===== src/hw/rtl/selu_pkg.sv =====
`default_nettype none

package selu_pkg;

   // Number formats
   localparam int DATA_WIDTH = 16;
   localparam int FRAC_BITS  = 12;

   // Exp table: EXP_TABLE_ENTRIES samples of 2^(-k/N) in Q16, plus one guard entry
   localparam int EXP_TABLE_ENTRIES = 64;
   localparam int TAB_DEPTH         = EXP_TABLE_ENTRIES + 1;
   localparam int TAB_AW            = $clog2(TAB_DEPTH);
   localparam int TAYLOR_TERMS      = 24;

   localparam logic [16:0] LOG2E_Q16 = 17'd94548;
   localparam logic [63:0] LN2_Q30   = 64'd744261118;

   // Saturation magnitudes for the signed result
   localparam logic [63:0] SAT_POS_MAG = 64'((64'd1 << (DATA_WIDTH - 1)) - 64'd1);
   localparam logic [63:0] SAT_NEG_MAG = 64'd1 << (DATA_WIDTH - 1);

   // Register file
   localparam int          CSR_AW       = 3;
   localparam logic        CSR_ALPHA    = 1'b0;
   localparam logic        CSR_LAMBDA   = 1'b1;
   localparam logic [15:0] ALPHA_RESET  = 16'd6854;
   localparam logic [15:0] LAMBDA_RESET = 16'd4304;

   // Per-item control that travels down the pipe
   typedef struct packed {
      logic        valid;
      logic        back;   // backward gradient
      logic        pos;    // activation strictly positive
      logic        neg;    // sign of the final result
      logic [15:0] mag;    // magnitude of x or of the error
   } item_type;

   // One table entry, evaluated at elaboration only.
   // The guard entry past the end is half of entry zero.
   function automatic logic [16:0] exp_entry(input int unsigned k);
      logic [63:0] y;
      logic [63:0] term;
      logic [63:0] s;
      logic [16:0] ent;
      int unsigned kk;
      kk   = (k == EXP_TABLE_ENTRIES) ? 0 : k;
      y    = (64'(kk) * LN2_Q30 + 64'(EXP_TABLE_ENTRIES / 2)) / 64'(EXP_TABLE_ENTRIES);
      term = 64'd1 << 30;
      s    = 64'd1 << 30;
      for (int i = 1; i <= TAYLOR_TERMS; i++) begin
         term = ((term * y) >> 30) / 64'(i);
         if (i[0]) begin
            s = s - term;
         end else begin
            s = s + term;
         end
      end
      ent = 17'((s + 64'd8192) >> 14);
      return (k == EXP_TABLE_ENTRIES) ? (ent >> 1) : ent;
   endfunction

endpackage

`default_nettype wire


===== src/hw/rtl/selu_csr.sv =====
`default_nettype none

module selu_csr import selu_pkg::*; (
   input  wire logic              clock,
   input  wire logic              reset,
   input  wire logic              psel,
   input  wire logic              penable,
   input  wire logic              pwrite,
   input  wire logic [CSR_AW-1:0] paddr,
   input  wire logic [31:0]       pwdata,
   output logic      [31:0]       prdata,
   output logic                   pready,
   output logic      [15:0]       lambda_out,
   output logic      [31:0]       la_out
);

   logic [15:0] alpha_ff, alpha_in;
   logic [15:0] lambda_ff, lambda_in;
   logic [31:0] la_ff, la_in;
   logic        wr_xfer;
   logic        reg_sel;

   assign pready  = 1'b1;
   assign wr_xfer = psel & penable & pwrite & pready;
   assign reg_sel = paddr[2];

   // Register writes
   always_comb begin
      alpha_in  = alpha_ff;
      lambda_in = lambda_ff;
      if (wr_xfer) begin
         unique case (reg_sel)
            CSR_ALPHA:  alpha_in  = pwdata[15:0];
            CSR_LAMBDA: lambda_in = pwdata[15:0];
            default:    alpha_in  = alpha_ff;
         endcase
      end
   end

   // lambda*alpha product, kept current from the registers (Q8.24)
   assign la_in = 32'(alpha_ff) * 32'(lambda_ff);

   always_ff @(posedge clock) begin
      la_ff <= la_in;
      if (reset) begin
         alpha_ff  <= ALPHA_RESET;
         lambda_ff <= LAMBDA_RESET;
      end else begin
         alpha_ff  <= alpha_in;
         lambda_ff <= lambda_in;
      end
   end

   // Read back
   assign prdata     = {16'd0, (reg_sel == CSR_LAMBDA) ? lambda_ff : alpha_ff};
   assign lambda_out = lambda_ff;
   assign la_out     = la_ff;

endmodule

`default_nettype wire


===== config.mk =====
export PLATFORM = sky130hd
export DESIGN_NAME = selu_csr
export DESIGN_NICKNAME = d
export VERILOG_FILES = /design/src/hw/rtl/selu_pkg.sv /design/src/hw/rtl/selu_csr.sv
export SDC_FILE = /design/constraint.sdc
export NUM_CORES = 1
export LEC_CHECK = 0
export ABC_AREA = 1
export BUFFER_PORTS_ARGS = -buffer_cell sky130_fd_sc_hd__buf_2
export CAP_MARGIN = 20
export CORE_UTILIZATION = 35
export CTS_CLUSTER_SIZE = 25
export DETAILED_ROUTE_END_ITERATION = 8
export PLACE_DENSITY_LB_ADDON = 0.1
export SLEW_MARGIN = 0
export SYNTH_ARGS = -nofsm -noshare
export SYNTH_HDL_FRONTEND = slang
export SYNTH_SLANG_ARGS = --single-unit

===== constraint.sdc =====
create_clock -name clock -period 5.6 [get_ports clock]
set_input_delay 1.12 -clock clock [delete_from_list [all_inputs] [get_ports clock]]
set_output_delay 1.12 -clock clock [all_outputs]
set_load 0.01 [all_outputs]

==> impl_metrics.tcl <==
set metrics [dict create \
    track_usage_pct 20.3 \
    rows 66 \
    report.final.hold_viol_count 0 \
    drt-wirelength-per-cell_um 15.1 \
    holdWs_ps 534 \
    drive_above_1_share_pct 11.6 \
    io_buffers 85 \
    power_per_cell_area_nw_per_um2 306 \
    arrival_worst_endpoint_ps 5560 \
    p_leak_nw 8.02 \
    tightestPinTransition_ps 1030 \
    place_congestion 0.862 \
    ff2ff_path_depth 19 \
    core_sq_um 32500 \
    floorplan.die_area_sq_um 33800 \
    setup_repair_after_global_routing_missed_its_margin "false" \
    synth.ff_latch_count 64 \
    post_synthesis_cell_area_sq_um 11600 \
    p_clk_share_pct 16.2 \
    drt-vias-per-instance 4.40 \
    antenna_found_initial 1 \
    worstSetupEndpoint "la_out[24]" \
    num_vias 9376 \
    status "complete, no violations" \
    dominantRegCellSynth "dfxtp_1" \
    hp-class "reg -> reg" \
    synth-warning-count 0 \
    finish.net_count 2020 \
    synth.avg_cell_area_sq_um 7.17 \
    post_route_drc_violation_count 0 \
    grt_pass1_vias 9621 \
    antenna_cells_inserted 0 \
    instances_no_fill 2129 \
    timing.final.setup_violations 0 \
    worst_ep_required_time_ps 5840 \
    detailed_place_hpwl_um 26500 \
    timing.setup.critical_path_class "reg -> reg" \
    endpoint_kind "register" \
    worst-path-max-fanout 10 \
    dpl_worst_slack_ps 164 \
    power.combinational.fraction_pct 68.5 \
    reg2reg_slack_ps 280 \
    chipWidth_um 184 \
    path_clk_slew_ps 60 \
    clock_buffers_created_by_tritoncts 9 \
    clock_sinks 64 \
    timing.critical_path.from_type "register" \
    largest_net_degree_at_the_start_of_global_routing 33 \
    critical_path.reg2reg.endpoint "la_out[24]" \
    clock_tree.htree_level_count 3 \
    fmax_ghz 0.188 \
    synth_edf_count 0 \
    design.portCount 121 \
    iteration_0_drc_count_of_the_detailed_router 481 \
    netlist-cell-type-count 28 \
    finalCritPeriodShare_pct 95.0 \
    final.min_clock_period_ps 5320 \
    final.setup.tns_ps 0 \
    max_cap_violations 0 \
    cts_hold_buffers 0 \
    worst_setup_startpoint "lambda_out[11]" \
    syn_inst 1614 \
    critical_path.reg2reg.startpoint "lambda_out[11]" \
    p_int_w 0.00193 \
    synth-seq-area-share_pct 11.1 \
    net-switching-power_w 0.00204 \
    drt-pass1-iter-count 5 \
    timing.max_slew.rel_slack_pct 31.0 \
    vdd_ir_drop_max_mv 0.273 \
    drv_slew 0 \
    cts_root_buf "clkbuf_16" \
    global_route_wire_length_before_repair_um 52200 \
    clock-skew-final_ps 8.45 \
    route.final.wire_length_um 32100 \
    die_height_um 184 \
    async_reset_ff_share_pct 0 \
    worst_skew_pair.late_latency_ps 350 \
    grt.overflow.total 0 \
    drt.antenna.violating_nets 0 \
    layout_setup_ws_ps 282 \
    power.sequential.fraction_pct 15.4 \
    power_switching_share_pct 51.4 \
    layout_area_overhead_pct 12.1 \
    numPlacedInstances 2113 \
    clk_path_buf_depth 2 \
    floorplan.initialDensity_pct 35.6 \
    clock_tree_from_tritoncts "done" \
]
==> power by group through the flow <==
stage          logic, W  registers (W)  clock network [W]
2_1_floorplan   0.00185       0.000643                  0
3_3_place_gp    0.00275       0.000615                  0
3_5_place_dp    0.00270       0.000614                  0
4_1_cts         0.00275       0.000610           0.000656
5_1_grt         0.00309       0.000618           0.000679
6_report        0.00272       0.000610           0.000642
==> state kept, by name (all words and copies together), names as in the netlist <==
name and count:
lambda_out 16, la_out 32, alpha_ff 16
==> cells in the final DEF, fill, tap and decap left out, types with 2 or more instances in the layout <==
cell type / instances
a21oi_1: 15
buf_12: 6
buf_2: 85
buf_4: 41
bufinv_16: 2
clkbuf_16: 9
clkinv_4: 2
conb_1: 17
dfxtp_1: 53
dfxtp_2: 11
fa_1: 194
ha_1: 104
inv_1: 436
inv_2: 2
inv_6: 2
nand2_1: 520
nand2_2: 8
nand3_1: 37
nand3_2: 8
nand4_1: 4
nor2_1: 70
nor2_2: 9
nor2_4: 4
o21ai_0: 21
xnor2_1: 3
xor2_1: 15
==> synthesized netlist by cell type, types with 4 or more instances <==
| library cell | count | area (sq um) |
|---|---|---|
| a21oi_1 | 16 | 80.1 |
| buf_2 | 4 | 20.0 |
| buf_4 | 18 | 135 |
| clkbuf_1 | 67 | 251 |
| dfxtp_1 | 64 | 1280 |
| fa_1 | 194 | 3880 |
| ha_1 | 104 | 1300 |
| inv_1 | 436 | 1640 |
| nand2_1 | 520 | 1950 |
| nand2_2 | 8 | 50.1 |
| nand3_1 | 37 | 185 |
| nand3_2 | 8 | 80.1 |
| nand4_1 | 4 | 25.0 |
| nor2_1 | 70 | 263 |
| nor2_2 | 9 | 56.3 |
| nor2_4 | 4 | 45.0 |
| o21ai_0 | 21 | 105 |
| xor2_1 | 15 | 131 |
==> final cells by class <==
cell class | instances | area, sq um
clock inverter | 7 | 103
timing repair buffer | 133 | 865
inverter | 439 | 1650
multi-input combinational | 1035 | 8290
tap | 442 | 553
clock buffer | 9 | 225
sequential | 64 | 1290
fill | 3506 | 19600
==> how the worst min path moves through the flow <==
stage               slack, ps   startpoint          end  cells past startpoint
CTS                       610  alpha_ff[7]  alpha_ff[7]                      2
floorplan                 590  alpha_ff[0]    la_out[0]                      3
global placement          590  alpha_ff[7]  alpha_ff[7]                      2
global route              580  alpha_ff[7]  alpha_ff[7]                      2
finish                    530  alpha_ff[7]  alpha_ff[7]                      2
detailed placement        590  alpha_ff[7]  alpha_ff[7]                      2
==> per-stage QoR <==
stage	util [%]	total power, W	instance area (sq um)
after detailed placement	38.8	0.00331	12600
after global routing	39.9	0.00438	13000
after floorplan	-	0.00249	11600
after CTS	39.8	0.00402	13000
after global placement	38.8	0.00336	12600
final	39.9	0.00397	13000
==> critical path, cell delays in order, from the launching register on <==
cell	delay (ps)
dfxtp_1	640
nand2_1	150
fa_1	530
inv_1	60
fa_1	550
fa_1	430
fa_1	470
fa_1	500
inv_1	50
fa_1	530
inv_1	70
ha_1	360
nand2_1	200
inv_1	80
nand2_1	70
nand3_1	70
a21oi_1	220
nand3_1	110
nand2_1	70
nand2_1	50
==> layer usage <==
layer	part of all wire (%)	wire length (um)	track usage, %	vias to the layer above
met5	0.040	13	0	-
met1	50	16000	29.2	4540
met4	1.2	376	3.97	2
li1	-	-	-	4654
met2	45	14600	32.8	153
met3	3.4	1090	2.14	27
==> repair_timing <==
item,in CTS,in global routing
endpoints found under the hold margin,0,0
setup endpoints to repair,0,18
gates resized for setup,0,13
buffers inserted,0,0
==> kinds of logic after synthesis <==
kind of cell / share of synthesized area, %
adders and majority gates: 44.8
and+or+nand+nor: 23.2
DFF: 11.1
other: 0.0649
buffers and inverters: 17.8
xor gates and xnor gates: 1.36
AOI/OAI and AO/OA: 1.73
(Power assumes the default switching activity.)
