### src/hw/rtl/selu_pkg.sv
`default_nettype none

package selu_pkg;

   // Number formats
   localparam int DATA_WIDTH = 16;
   localparam int FRAC_BITS  = 12;

   // Exp table: EXP_TABLE_ENTRIES samples of 2^(-k/N) in Q16, plus one guard entry
   localparam int EXP_TABLE_ENTRIES = 64;
   localparam int TAB_DEPTH         = EXP_TABLE_ENTRIES + 1;
   localparam int TAB_AW            = $clog2(TAB_DEPTH);
   localparam int TAYLOR_TERMS      = 24;

   localparam logic [16:0] LOG2E_Q16 = 17'd94548;
   localparam logic [63:0] LN2_Q30   = 64'd744261118;

   // Saturation magnitudes for the signed result
   localparam logic [63:0] SAT_POS_MAG = 64'((64'd1 << (DATA_WIDTH - 1)) - 64'd1);
   localparam logic [63:0] SAT_NEG_MAG = 64'd1 << (DATA_WIDTH - 1);

   // Register file
   localparam int          CSR_AW       = 3;
   localparam logic        CSR_ALPHA    = 1'b0;
   localparam logic        CSR_LAMBDA   = 1'b1;
   localparam logic [15:0] ALPHA_RESET  = 16'd6854;
   localparam logic [15:0] LAMBDA_RESET = 16'd4304;

   // Per-item control that travels down the pipe
   typedef struct packed {
      logic        valid;
      logic        back;   // backward gradient
      logic        pos;    // activation strictly positive
      logic        neg;    // sign of the final result
      logic [15:0] mag;    // magnitude of x or of the error
   } item_type;

   // One table entry, evaluated at elaboration only.
   // The guard entry past the end is half of entry zero.
   function automatic logic [16:0] exp_entry(input int unsigned k);
      logic [63:0] y;
      logic [63:0] term;
      logic [63:0] s;
      logic [16:0] ent;
      int unsigned kk;
      kk   = (k == EXP_TABLE_ENTRIES) ? 0 : k;
      y    = (64'(kk) * LN2_Q30 + 64'(EXP_TABLE_ENTRIES / 2)) / 64'(EXP_TABLE_ENTRIES);
      term = 64'd1 << 30;
      s    = 64'd1 << 30;
      for (int i = 1; i <= TAYLOR_TERMS; i++) begin
         term = ((term * y) >> 30) / 64'(i);
         if (i[0]) begin
            s = s - term;
         end else begin
            s = s + term;
         end
      end
      ent = 17'((s + 64'd8192) >> 14);
      return (k == EXP_TABLE_ENTRIES) ? (ent >> 1) : ent;
   endfunction

endpackage

`default_nettype wire

### src/hw/rtl/selu_scale.sv
`default_nettype none

// Gain products, rounding to Q12 and saturation. Four register stages.
module selu_scale import selu_pkg::*; (
   input  wire logic        clock,
   input  wire logic        reset,
   input  wire item_type    item_in,
   input  wire logic [16:0] e_in,
   input  wire logic [15:0] lambda,
   input  wire logic [31:0] la,
   output logic             rsp_strobe,
   output logic      [15:0] rsp_result_value,
   output logic             rsp_saturated
);

   localparam int SHIFT_LIN = 12;
   localparam int SHIFT_FWD = 28;
   localparam int SHIFT_BWD = 40;

   // Stage 1: one shared 32x17 multiply
   //   positive x:         lambda * |v|
   //   forward, x <= 0:    lambda*alpha * (1 - e)
   //   backward, x <= 0:   |err| * e  (lambda*alpha applied next)
   logic [16:0] m1;
   logic [31:0] mul_a;
   logic [16:0] mul_b;

   assign m1 = 17'(18'd65536 - 18'(e_in));

   always_comb begin
      if (item_in.pos) begin
         mul_a = 32'(lambda);
         mul_b = 17'(item_in.mag);
      end else if (!item_in.back) begin
         mul_a = la;
         mul_b = m1;
      end else begin
         mul_a = 32'(item_in.mag);
         mul_b = e_in;
      end
   end

   item_type    item_p_ff;
   logic [48:0] p_ff;

   always_ff @(posedge clock) begin
      p_ff <= 49'(mul_a) * 49'(mul_b);
      if (reset) begin
         item_p_ff <= '0;
      end else begin
         item_p_ff <= item_in;
      end
   end

   // Stage 2: backward product times lambda*alpha, in a 17-bit low half and a 16-bit high half
   logic        bwd;
   logic [32:0] me;
   logic [48:0] lo_in;
   logic [47:0] hi_in;

   assign bwd   = item_p_ff.back & ~item_p_ff.pos;
   assign me    = p_ff[32:0];
   assign lo_in = bwd ? 49'(la) * 49'(me[16:0]) : p_ff;
   assign hi_in = bwd ? 48'(la) * 48'(me[32:17]) : 48'd0;

   item_type    item_h_ff;
   logic [48:0] lo_ff;
   logic [47:0] hi_ff;

   always_ff @(posedge clock) begin
      lo_ff <= lo_in;
      hi_ff <= hi_in;
      if (reset) begin
         item_h_ff <= '0;
      end else begin
         item_h_ff <= item_p_ff;
      end
   end

   // Stage 3: recombine the halves
   item_type    item_f_ff;
   logic [63:0] full_ff;

   always_ff @(posedge clock) begin
      full_ff <= 64'({hi_ff, 17'd0}) + 64'(lo_ff);
      if (reset) begin
         item_f_ff <= '0;
      end else begin
         item_f_ff <= item_h_ff;
      end
   end

   // Stage 4: round half away from zero, clamp, apply sign
   logic [63:0] q;
   logic [63:0] limit;
   logic        sat;
   logic [15:0] q_mag;
   logic [15:0] res;

   always_comb begin
      if (item_f_ff.pos) begin
         q = (full_ff + (64'd1 << (SHIFT_LIN - 1))) >> SHIFT_LIN;
      end else if (item_f_ff.back) begin
         q = (full_ff + (64'd1 << (SHIFT_BWD - 1))) >> SHIFT_BWD;
      end else begin
         q = (full_ff + (64'd1 << (SHIFT_FWD - 1))) >> SHIFT_FWD;
      end
   end

   assign limit = item_f_ff.neg ? SAT_NEG_MAG : SAT_POS_MAG;
   assign sat   = (q > limit);
   assign q_mag = sat ? 16'(limit) : 16'(q);
   assign res   = item_f_ff.neg ? 16'(~q_mag + 16'd1) : q_mag;

   logic        strobe_ff;
   logic [15:0] res_ff;
   logic        sat_ff;

   always_ff @(posedge clock) begin
      res_ff <= res;
      sat_ff <= sat;
      if (reset) begin
         strobe_ff <= 1'b0;
      end else begin
         strobe_ff <= item_f_ff.valid;
      end
   end

   assign rsp_strobe       = strobe_ff;
   assign rsp_result_value = res_ff;
   assign rsp_saturated    = sat_ff;

endmodule

`default_nettype wire

### config.mk
export PLATFORM = sky130hd
export DESIGN_NAME = selu_scale
export DESIGN_NICKNAME = d
export VERILOG_FILES = /design/src/hw/rtl/selu_pkg.sv /design/src/hw/rtl/selu_scale.sv
export SDC_FILE = /design/constraint.sdc
export NUM_CORES = 2
export LEC_CHECK = 0
export CORE_MARGIN = 2
export CORE_UTILIZATION = 50
export CTS_BUF_LIST = sky130_fd_sc_hd__clkbuf_16
export CTS_CLUSTER_SIZE = 16
export DETAILED_ROUTE_END_ITERATION = 10
export DONT_BUFFER_PORTS = 1
export PLACE_DENSITY = 0.61
export SETUP_SLACK_MARGIN = 0.15
export SYNTH_ARGS = -nofsm -noshare
export SYNTH_HDL_FRONTEND = slang
export SYNTH_SLANG_ARGS = --single-unit
### constraint.sdc
create_clock -name clock -period 23.2 [get_ports clock]
set_input_delay 1.16 -clock clock [delete_from_list [all_inputs] [get_ports clock]]
set_output_delay 1.16 -clock clock [all_outputs]
set_load 0.01 [all_outputs]
==> reports/qor.yml <==
clock_path_buffers: 3
synth_async_sr_flop_share: 0
arrival_ns: 9.91
dp_hpwl_mm: 135
clock_latency_ns: 0.60
grt_pass1_vias: 49680
clock-sinks: 217
grt_overflow_total: 0
gr-usage-all-layers: 0.297
ys_seq_elements: 217
final_cell_mix: "1462 x inv_1, 1346 x nand2_1, 1314 x fa_1, 413 x ha_1, 343 x and2_1"
hp-class: "flip-flop to flip-flop"
numCtsBuffers: 28
setup_tns_ns: 0
syn_area_um2: 60000
slew_violations: 0
end_kind: "flip-flop"
status: "finished clean"
crit_required_ns: 23.71
cp_slowest_stage_delay_ns: 0.54
drt_first_iter_violations: 3186
synth_cell_types: 81
tightest_slew_ns: 1.19
grt_pass1_wl_mm: 281
min_period_over_period: 0.405
antenna_left: 0
ctsHoldBuffers: 0
via_count: 46070
route.detailed.drc: 0
core-area_um2: 119000
area_growth_pct: 3.39
critical_path.most_common_cell: "fa_1"
skew_ns: 0.0225
synth_nets: 8841
hold_violations: 0
fp.dieH_um: 350
r2r_slack_ns: 14.52
io_buffers: 0
synthFlopType: "dfxtp_1"
ios: 105
cts_tree: "done"
crit_buf_inv: 4
htree_num_levels: 1
nFillCells: 11463
wl_per_cell_um: 21.0
cts_setup_buffers: 0
ctsResizeCount: 0
start_util: 0.502
clock.fmax_mhz: 106
num_rows: 127
crit_fanout: 16
fp.dieW_um: 350
drive_gt1_frac: 0.0291
dieArea_um2: 123000
cp_top_family: "adder cells"
cts-root-buf: "clkbuf_16"
final_common_cell: "inv_1"
max-cap-violations: 0
yosysSeqAreaShare: 0.0724
cp_slowest_cell: "nand2b_1"
synthCells: 7027
slew_headroom: 0.183
min_period_ns: 9.39
setup_viol: 0
routabilityCongestion: 0.941
drt_pre_antenna_iters: 8
rsz0062_at_grt: "no"
grt_max_degree: 88
worstSetupStartpointType: "input pin"
avgSynthCellArea_um2: 8.54
viasPerCell: 5.50
nets: 8561
yosys_warnings: 0
clk_pin_slew_ns: 0.06
grt_antenna_before_repair: 9
routed_wl_mm: 176
synth_edf_count: 0
critPathKind: "input pin to flip-flop"
-- cells by family after synthesis --
| logic type | after synthesis | share of synthesized area |
|---|---|---|
| and+or+nand+nor | 2337 | 0.174 |
| buffers and inverters | 1819 | 0.114 |
| adders and majority gates | 1727 | 0.525 |
| AOI/OAI and AO/OA | 589 | 0.0621 |
| xor gates and xnor gates | 254 | 0.0371 |
| DFF | 217 | 0.0724 |
| muxes | 84 | 0.0151 |
-- cell type report --
type | count | area, um^2 | share of cell area
clock inverter | 23 | 225 | 0.00363
sequential | 217 | 4370 | 0.0704
antenna | 2 | 5.00 | 0.0000807
clock buffer | 29 | 726 | 0.0117
multi-input combinational | 4991 | 48800 | 0.787
tap | 1612 | 2020 | 0.0325
inverter | 1462 | 5490 | 0.0885
timing repair buffer | 47 | 353 | 0.00569
-- through the flow --
step | instances | hold slack [ns] | util | cell area (um^2) | setup slack [ns]
6_report | 8383 | 0.327 | 0.519 | 62000 | 13.81
5_1_grt | 8381 | 0.337 | 0.519 | 62000 | 13.15
4_1_cts | 8381 | 0.324 | 0.519 | 62000 | 13.87
3_5_place_dp | 8329 | 0.314 | 0.511 | 61100 | 13.28
3_3_place_gp | 8329 | 0.315 | 0.511 | 61100 | 13.39
2_1_floorplan | 7027 | 0.310 | - | 60000 | 14.29
-- per-layer routing --
layer  wire length [um]  vias up  track usage  share of wire
li1                   -    20443            -              -
met1              71700    23488        0.386           0.41
met2              83800     1742        0.500           0.48
met3              13700      391       0.0507          0.078
met4               6900        6        0.105          0.039
met5                 38        -            0        0.00022
-- state kept, by name (all words and copies together), names as in the netlist --
signal,flops
full_ff,53
hi_ff,47
item_f_ff,4
item_h_ff,4
item_p_ff,4
lo_ff,38
p_ff,49
rsp_result_value,16
rsp_saturated,1
rsp_strobe,1
-- path summary, 6_finish.rpt --
kind | from | endpoint | cells past startpoint
min reg2reg | lo_ff[16] | full_ff[16] | 0
max | e_in[0] | p_ff[41] | 31
min | lo_ff[16] | full_ff[16] | 0
max reg2reg | p_ff[4] | lo_ff[46] | 22
-- Yosys cell counts (7+ instances only) --
master / instances / area [um^2]
or4_1: 7 / 52.6
a21oi_1: 165 / 826
o21ai_0: 139 / 696
xor2_1: 96 / 841
mux2_2: 50 / 563
o21bai_1: 21 / 158
dfxtp_1: 217 / 4340
a21o_1: 87 / 653
nand4_1: 51 / 319
a31oi_1: 28 / 175
xnor2_1: 158 / 1380
o31ai_1: 9 / 67.6
ha_1: 413 / 5170
nor2b_1: 49 / 307
clkbuf_1: 334 / 1250
a41oi_1: 7 / 61.3
nor2_1: 289 / 1080
a211oi_1: 20 / 150
o211ai_1: 10 / 75.1
and3_1: 23 / 144
nand3_1: 67 / 335
and2_1: 343 / 2150
inv_1: 1459 / 5480
nand2_1: 1346 / 5050
buf_1: 13 / 48.8
nor3_1: 54 / 270
mux2i_1: 33 / 330
nor4_1: 22 / 138
fa_1: 1314 / 26300
o21a_1: 29 / 218
o21ai_1: 9 / 45.0
or2_2: 10 / 62.6
or3_1: 13 / 81.3
nand2b_1: 33 / 206
and4_1: 8 / 70.1
Power is not shown: default switching activity piles up to over one toggle a cycle in this logic, so the estimate is an artifact.
