===== config.mk =====
export PLATFORM = sky130hd
export DESIGN_NAME = selu_exp
export DESIGN_NICKNAME = d
export VERILOG_FILES = /design/src/hw/rtl/selu_pkg.sv /design/src/hw/rtl/selu_exp.sv
export SDC_FILE = /design/constraint.sdc
export NUM_CORES = 1
export LEC_CHECK = 0
export ABC_AREA = 1
export BUFFER_PORTS_ARGS = -buffer_cell sky130_fd_sc_hd__buf_2
export CORE_MARGIN = 2
export CORE_UTILIZATION = 42
export DETAILED_ROUTE_END_ITERATION = 10
export GPL_TIMING_DRIVEN = 0
export HOLD_SLACK_MARGIN = 0.05
export PLACE_DENSITY_LB_ADDON = 0.12
export RECOVER_POWER = 100
export SLEW_MARGIN = 20
export SYNTH_ARGS = -nofsm -noshare
export SYNTH_HDL_FRONTEND = slang
export SYNTH_SLANG_ARGS = --single-unit
export TNS_END_PERCENT = 1

===== constraint.sdc =====
create_clock -name clock -period 14.02 [get_ports clock]
set_input_delay 2.103 -clock clock [delete_from_list [all_inputs] [get_ports clock]]
set_output_delay 2.103 -clock clock [all_outputs]
set_load 0.03 [all_outputs]

===== src/hw/rtl/selu_pkg.sv =====
`default_nettype none

package selu_pkg;

   // Number formats
   localparam int DATA_WIDTH = 16;
   localparam int FRAC_BITS  = 12;

   // Exp table: EXP_TABLE_ENTRIES samples of 2^(-k/N) in Q16, plus one guard entry
   localparam int EXP_TABLE_ENTRIES = 64;
   localparam int TAB_DEPTH         = EXP_TABLE_ENTRIES + 1;
   localparam int TAB_AW            = $clog2(TAB_DEPTH);
   localparam int TAYLOR_TERMS      = 24;

   localparam logic [16:0] LOG2E_Q16 = 17'd94548;
   localparam logic [63:0] LN2_Q30   = 64'd744261118;

   // Saturation magnitudes for the signed result
   localparam logic [63:0] SAT_POS_MAG = 64'((64'd1 << (DATA_WIDTH - 1)) - 64'd1);
   localparam logic [63:0] SAT_NEG_MAG = 64'd1 << (DATA_WIDTH - 1);

   // Register file
   localparam int          CSR_AW       = 3;
   localparam logic        CSR_ALPHA    = 1'b0;
   localparam logic        CSR_LAMBDA   = 1'b1;
   localparam logic [15:0] ALPHA_RESET  = 16'd6854;
   localparam logic [15:0] LAMBDA_RESET = 16'd4304;

   // Per-item control that travels down the pipe
   typedef struct packed {
      logic        valid;
      logic        back;   // backward gradient
      logic        pos;    // activation strictly positive
      logic        neg;    // sign of the final result
      logic [15:0] mag;    // magnitude of x or of the error
   } item_type;

   // One table entry, evaluated at elaboration only.
   // The guard entry past the end is half of entry zero.
   function automatic logic [16:0] exp_entry(input int unsigned k);
      logic [63:0] y;
      logic [63:0] term;
      logic [63:0] s;
      logic [16:0] ent;
      int unsigned kk;
      kk   = (k == EXP_TABLE_ENTRIES) ? 0 : k;
      y    = (64'(kk) * LN2_Q30 + 64'(EXP_TABLE_ENTRIES / 2)) / 64'(EXP_TABLE_ENTRIES);
      term = 64'd1 << 30;
      s    = 64'd1 << 30;
      for (int i = 1; i <= TAYLOR_TERMS; i++) begin
         term = ((term * y) >> 30) / 64'(i);
         if (i[0]) begin
            s = s - term;
         end else begin
            s = s + term;
         end
      end
      ent = 17'((s + 64'd8192) >> 14);
      return (k == EXP_TABLE_ENTRIES) ? (ent >> 1) : ent;
   endfunction

endpackage

`default_nettype wire


===== src/hw/rtl/selu_exp.sv =====
`default_nettype none

// exp(-n) = 2^-u: table lookup, interpolation, then the integer-part shift.
// Three register stages; the item control rides along.
module selu_exp import selu_pkg::*; (
   input  wire logic        clock,
   input  wire logic        reset,
   input  wire item_type    item_in,
   input  wire logic [15:0] u_in,
   output item_type         item_out,
   output logic      [16:0] e_out
);

   localparam int POS_W = FRAC_BITS + TAB_AW;

   // Constant table
   logic [16:0] exp_tab [TAB_DEPTH];
   for (genvar k = 0; k < TAB_DEPTH; k++) begin : g_tab
      assign exp_tab[k] = exp_entry(k);
   end

   // Stage A: split u, look up both neighbors
   logic [3:0]           ip;
   logic [FRAC_BITS-1:0] frac;
   logic [POS_W-1:0]     tpos;
   logic [TAB_AW-1:0]    idx_a, idx_b;
   logic [16:0]          tab_a, tab_b;

   assign ip    = u_in[15:12];
   assign frac  = u_in[FRAC_BITS-1:0];
   assign tpos  = POS_W'(frac) * POS_W'(EXP_TABLE_ENTRIES);
   assign idx_a = tpos[POS_W-1:FRAC_BITS];
   assign idx_b = idx_a + TAB_AW'(1);
   assign tab_a = exp_tab[idx_a];
   assign tab_b = exp_tab[idx_b];

   item_type             item_a_ff;
   logic [16:0]          a_ff, d_ff;
   logic [FRAC_BITS-1:0] r_ff;
   logic [3:0]           ip_a_ff;

   always_ff @(posedge clock) begin
      a_ff    <= tab_a;
      d_ff    <= tab_a - tab_b;
      r_ff    <= tpos[FRAC_BITS-1:0];
      ip_a_ff <= ip;
      if (reset) begin
         item_a_ff <= '0;
      end else begin
         item_a_ff <= item_in;
      end
   end

   // Stage B: linear interpolation, rounded
   logic [29:0] step;
   logic [16:0] v_in;

   assign step = (30'(d_ff) * 30'(r_ff) + 30'd2048) >> FRAC_BITS;
   assign v_in = a_ff - 17'(step);

   item_type    item_b_ff;
   logic [16:0] v_ff;
   logic [3:0]  ip_b_ff;

   always_ff @(posedge clock) begin
      v_ff    <= v_in;
      ip_b_ff <= ip_a_ff;
      if (reset) begin
         item_b_ff <= '0;
      end else begin
         item_b_ff <= item_a_ff;
      end
   end

   // Stage C: integer part as a rounded right shift
   logic [17:0] rnd;
   logic [16:0] e_in;

   assign rnd  = (ip_b_ff == 4'd0) ? 18'd0 : (18'd1 << (ip_b_ff - 4'd1));
   assign e_in = 17'((18'(v_ff) + rnd) >> ip_b_ff);

   item_type    item_c_ff;
   logic [16:0] e_ff;

   always_ff @(posedge clock) begin
      e_ff <= e_in;
      if (reset) begin
         item_c_ff <= '0;
      end else begin
         item_c_ff <= item_b_ff;
      end
   end

   assign item_out = item_c_ff;
   assign e_out    = e_ff;

endmodule

`default_nettype wire


==> impl_metrics.toml, run 1 <==
[cells_and_area]
nets = 2264
drive_gt1_frac = 0.0615
antennaDiodeCount = 0
fin_area_um2 = 14300
syn2layout_area_growth_pct = 10.4

[sta]
finClkSkew_ns = 0.00534
worst_slew_pin_slew_ns = 0.741
slew_headroom = 0.501
setup_slack_ns = 6.94
fmax_mhz = 141
min_period_ns = 7.08
setup_viol = 0
rsz0062_at_grt = "false"
hold_viol = 0
fin_tns_setup_ns = 0
slew_violations = 0
fin_crit_sh = 0.505

[placed_design]
place_area_um2 = 13800
gp_congestion = 0.942
dpl_worst_slack_ns = 6.90
port-buffer-count = 71
dpl.hpwl_mm = 32.4

[clocking]
clock_latency_ns = 0.42
cts_buffers = 17
cts_tree = "done"
postCtsSetupRepairBufs = 0
clk_pin_slew_worst_paths_ns = 0.06
hold_buffers = 0
ctsResizeCount = 0
cts_sinks = 142
cts-root-buf = "clkbuf_16"
htreeDepth = 4
clockBufferDepth = 2

[logic_synthesis]
yosysSeqAreaShare = 0.219
ys_ff_latch = 142
synth_nets = 2174
ys_async_sr_fraction = 0
syn_area_per_cell_um2 = 6.57
synth_edf_count = 0
yosysUniqueCellTypes = 53
yosys_most_used_dff = "dfxtp_1"
netlist_instances = 1979
yosys_warnings = 0
netlist_area_um2 = 13000

[detailed_routing]
firstDrtPassIters = 5
drtIter0Drc = 963
post_drt_wl_per_cell_um = 16.0
drtAntennaViolNets = 0
via_per_inst = 5.14
routed_wirelength_mm = 39.7
dr_total_vias = 12700
drc = 0

[die]
fp.coreArea_um2 = 30500
io_pins = 75
dieArea_um2 = 32400
die_h_um = 180
start_util = 0.426
fp-row-count = 64
die_w_um = 180

[worst_hold_path]
hold_depth = 0
min_path_type = "register to register"
hold_start = "ip_a_ff[0]"
min_to = "ip_b_ff[0]"

[grt]
grt_pass1_wl_mm = 65.5
antenna_found_initial = 0
grt_usage = 0.251
grt_max_degree = 17
grt_pass1_vias = 12800
overflow = 0

[critical_path]
cp_num_buf_inv = 6
r2r-end = "v_ff[15]"
crit_path_end_kind = "register"
start_kind = "primary input"
setup.worst_path.class = "primary input to register"
reg2reg_slack_ns = 7.24
path_cells = "buf_2 > buf_2 > clkinv_1 > ha_1 > buf_2 > clkinv_1 > clkbuf_1 > o21ai_0 > nand2_1 > o311ai_0 > a21oi_1 > nor3_1 > ha_1 > fa_1 > o21ai_0 > a31oi_1 > o21ai_0 > a21boi_0 > o21ai_0 > nand2_1 > nand2_1 > xor2_1"
r2r_start = "r_ff[10]"
crit_required_ns = 14.37
crit_family = "compound AO/OA/AOI/OAI gates"
crit_slowest_cell = "clkbuf_1"
reg2regPathDepth = 32
path_max_fanout = 11
critPathArrivalTime_ns = 7.44
crit_top_cell = "o21ai_0"
slowest_delay_ns = 0.52

[outcome]
status = "complete, no violations"

[job]
cap_viol_max_count = 0
[metrics by stage]
step / util / hold slack, ns / std cells
global placement: 0.454 / 0.310 / 2446
global route: 0.470 / 0.348 / 2478
floorplan: - / 0.310 / 1979
CTS: 0.472 / 0.340 / 2478
detailed placement: 0.454 / 0.312 / 2446
finish: 0.470 / 0.335 / 2478
[sequential cells by signal (all words and copies together) (netlist names)]
signal	cells
v_ff	17
r_ff	6
e_out	17
item_b_ff	20
item_a_ff	20
d_ff	17
item_out	20
ip_a_ff	4
ip_b_ff	4
a_ff	17
[cell type report]
class | count | area (um^2)
flip-flops and latches | 142 | 2840
clock buffers | 19 | 433
well taps | 396 | 495
clock inverters | 13 | 129
multi-input cells | 1358 | 8320
repair buffers | 71 | 308
fillers | 3235 | 16200
inverters | 412 | 1550
plain buffers | 67 | 272
[worst max path at each step]
stage               cells after the start  endpoint      from
finish                                 22  d_ff[14]   u_in[8]
global route                           22  d_ff[14]   u_in[7]
CTS                                    33  v_ff[14]  r_ff[10]
detailed placement                     22  d_ff[14]   u_in[8]
global placement                       22  d_ff[14]   u_in[8]
floorplan                              22  d_ff[14]   u_in[8]
[metal layers]
layer / GRT usage / wire length [um]
met1: 0.321 / 17700
met5: 0 / 0
met4: 0.109 / 1490
met3: 0.0421 / 2120
met2: 0.419 / 18400
[cells in the final DEF (no fill, tap or decap), types with 5 or more instances in the layout]
cell type,n
clkbuf_1,88
o31ai_1,7
clkbuf_16,17
nand3_1,156
inv_2,9
buf_2,46
xor2_1,33
buf_1,5
a31oi_1,10
nor2_2,10
nand2_2,14
dfxtp_1,142
o21a_1,5
nand4_1,14
nand2_1,383
nand3b_1,6
xnor2_1,14
o211ai_1,23
clkinv_1,5
nand2_4,8
inv_1,398
o22ai_1,6
nor2_1,206
o21ai_0,117
nor3_1,25
o311ai_0,5
a21oi_1,103
fa_1,63
ha_1,94
[synth_stat cells (9+ instances only)]
cell | number | area, um^2
a21oi_1 | 103 | 515
a31oi_1 | 10 | 62.6
buf_2 | 14 | 70.1
clkbuf_1 | 47 | 176
dfxtp_1 | 142 | 2840
fa_1 | 63 | 1260
ha_1 | 94 | 1180
inv_1 | 398 | 1490
inv_2 | 9 | 33.8
nand2_1 | 382 | 1430
nand2_2 | 15 | 93.8
nand3_1 | 156 | 781
nand4_1 | 14 | 87.6
nor2_1 | 204 | 766
nor2_2 | 10 | 62.6
nor3_1 | 25 | 125
o211ai_1 | 23 | 173
o21ai_0 | 111 | 556
xnor2_1 | 14 | 123
xor2_1 | 33 | 289
[kinds of logic (layout without fill, tap and decap cells)]
group           Yosys count  count (layout)  synth area share
compound gates          315             315             0.140
xor+xnor                 49              49            0.0342
fa+ha+maj               157             157             0.188
buf+inv                 479             582             0.140
flops                   142             142             0.219
simple gates            837             837             0.279
Power of run 1 is left out: the tool's default activity adds up to more than one toggle a clock period on the data nets, which glitch-free logic cannot reach.
==> inputs of run 2 (changes only) <==
==> constraint.sdc (replaced) <==
create_clock -name clock -period 6 [get_ports clock]
set_input_delay 0.9 -clock clock [delete_from_list [all_inputs] [get_ports clock]]
set_output_delay 0.9 -clock clock [all_outputs]
set_load 0.03 [all_outputs]
==> impl_metrics.toml, run 2 (same netlist as run 1, synthesis figures left out) <==
[clocking]
clk_pin_slew_worst_paths_ns = 0.06
cts_buffers = 17
cts_sinks = 142
cts-root-buf = "clkbuf_16"
hold_buffers = 0
htreeDepth = 4
cts_tree = "done"
clock_latency_ns = 0.42
clockBufferDepth = 2

[sta]
slew_violations = 0
fin_crit_sh = 0.950
fmax_mhz = 175
slew_headroom = 0.479
rsz0062_at_grt = "true"
min_period_ns = 5.70
finClkSkew_ns = 0.00459
setup_viol = 0
worst_slew_pin_slew_ns = 0.773
hold_viol = 0

[die]
start_util = 0.426
die_h_um = 180
io_pins = 75
fp-row-count = 64
dieArea_um2 = 32400
die_w_um = 180
fp.coreArea_um2 = 30500

[detailed_routing]
via_per_inst = 5.19
dr_total_vias = 12900
drtAntennaViolNets = 0
drtIter0Drc = 818
post_drt_wl_per_cell_um = 16.1
firstDrtPassIters = 7
drc = 0
routed_wirelength_mm = 39.8

[worst_hold_path]
min_path_type = "register to register"

[cells_and_area]
syn2layout_area_growth_pct = 12.6
nets = 2267
final_common_cell = "inv_1"
fin_area_um2 = 14600
antennaDiodeCount = 0
mostFrequentLayoutCells = "inv_1 (395), nand2_1 (378), nor2_1 (201)"
drive_gt1_frac = 0.0849

[critical_path]
crit_slowest_cell = "fa_1"
path_max_fanout = 10
setup.worst_path.class = "register to register"
cp_num_buf_inv = 12
crit_path_end_kind = "register"
crit_top_cell = "inv_1"
crit_family = "adder cells"
start_kind = "register"
crit_required_ns = 6.31
slowest_delay_ns = 0.55
critPathArrivalTime_ns = 6.01

[grt]
grt_pass1_vias = 12800
antenna_found_initial = 0
grt_max_degree = 17
overflow = 0
grt_pass1_wl_mm = 65.5
grt_usage = 0.251

[placed_design]
gp_congestion = 0.942
port-buffer-count = 71
place_area_um2 = 13800
dpl.hpwl_mm = 32.4

[job]
cap_viol_max_count = 0

[outcome]
status = "complete, no violations"
run 2: changes by cell type in the layout (fill, tap and decap cells not counted), sizes merged:
| cell | before | now |
|---|---|---|
| clkbuf | 105 | 97 |
| buf | 52 | 63 |
run 2: layout make-up:
type	count	area [um^2]
Buffer	63	304
Clock buffer	19	433
Clock inverter	13	129
Fill cell	3209	15900
Inverter	412	1550
Multi-Input combinational cell	1358	8520
Sequential cell	142	2860
Tap cell	396	495
Timing Repair Buffer	78	360
run 2: final timing paths:
| kind | to | slack, ns | cells after the start | start |
|---|---|---|---|---|
| worst max-delay path | v_ff[12] | 0.30 | 35 | r_ff[7] |
| worst min-delay path | ip_b_ff[0] | 0.33 | 0 | ip_a_ff[0] |
| worst max register to register | v_ff[12] | 0.30 | 35 | r_ff[7] |
| worst min register to register | ip_b_ff[0] | 0.33 | 0 | ip_a_ff[0] |
run 2: layer usage:
layer / vias to the layer above / part of all wire / track usage
met5: - / 0 / 0
met1: 5917 / 0.45 / 0.321
met3: 82 / 0.051 / 0.0425
li1: 6434 / - / -
met2: 436 / 0.47 / 0.418
met4: 0 / 0.035 / 0.107
run 2: per-stage QoR:
step | utilization | std cells | setup WS [ns] | setup TNS [ns] | hold WS, ns
finish | 0.480 | 2481 | 0.299 | 0 | 0.335
global route | 0.480 | 2481 | -0.0480 | -0.149 | 0.348
CTS | 0.473 | 2474 | -0.0312 | -0.0312 | 0.340
detailed placement | 0.454 | 2446 | -0.658 | -3.10 | 0.312
global placement | 0.454 | 2446 | -0.598 | -2.81 | 0.310
floorplan | - | 1979 | 0.508 | 0 | 0.310
run 2: worst reg2reg max path: cells and delay by family, from the launching register on:
kind,cells,cell delay (ns)
buffers and inverters,12,1.07
flip-flops,1,0.31
AND/OR/NAND/NOR,13,1.27
AO/OA/AOI/OAI,3,0.60
adder cells (fa/ha/maj),6,2.19
XOR/XNOR,1,0.13
run 2: what timing repair did:
item	CTS	global route
endpoints found under the setup margin	9	8
pin swaps	0	13
buffers inserted	0	7
gates resized for setup	17	56
Power of run 2 is left out for the same reason.
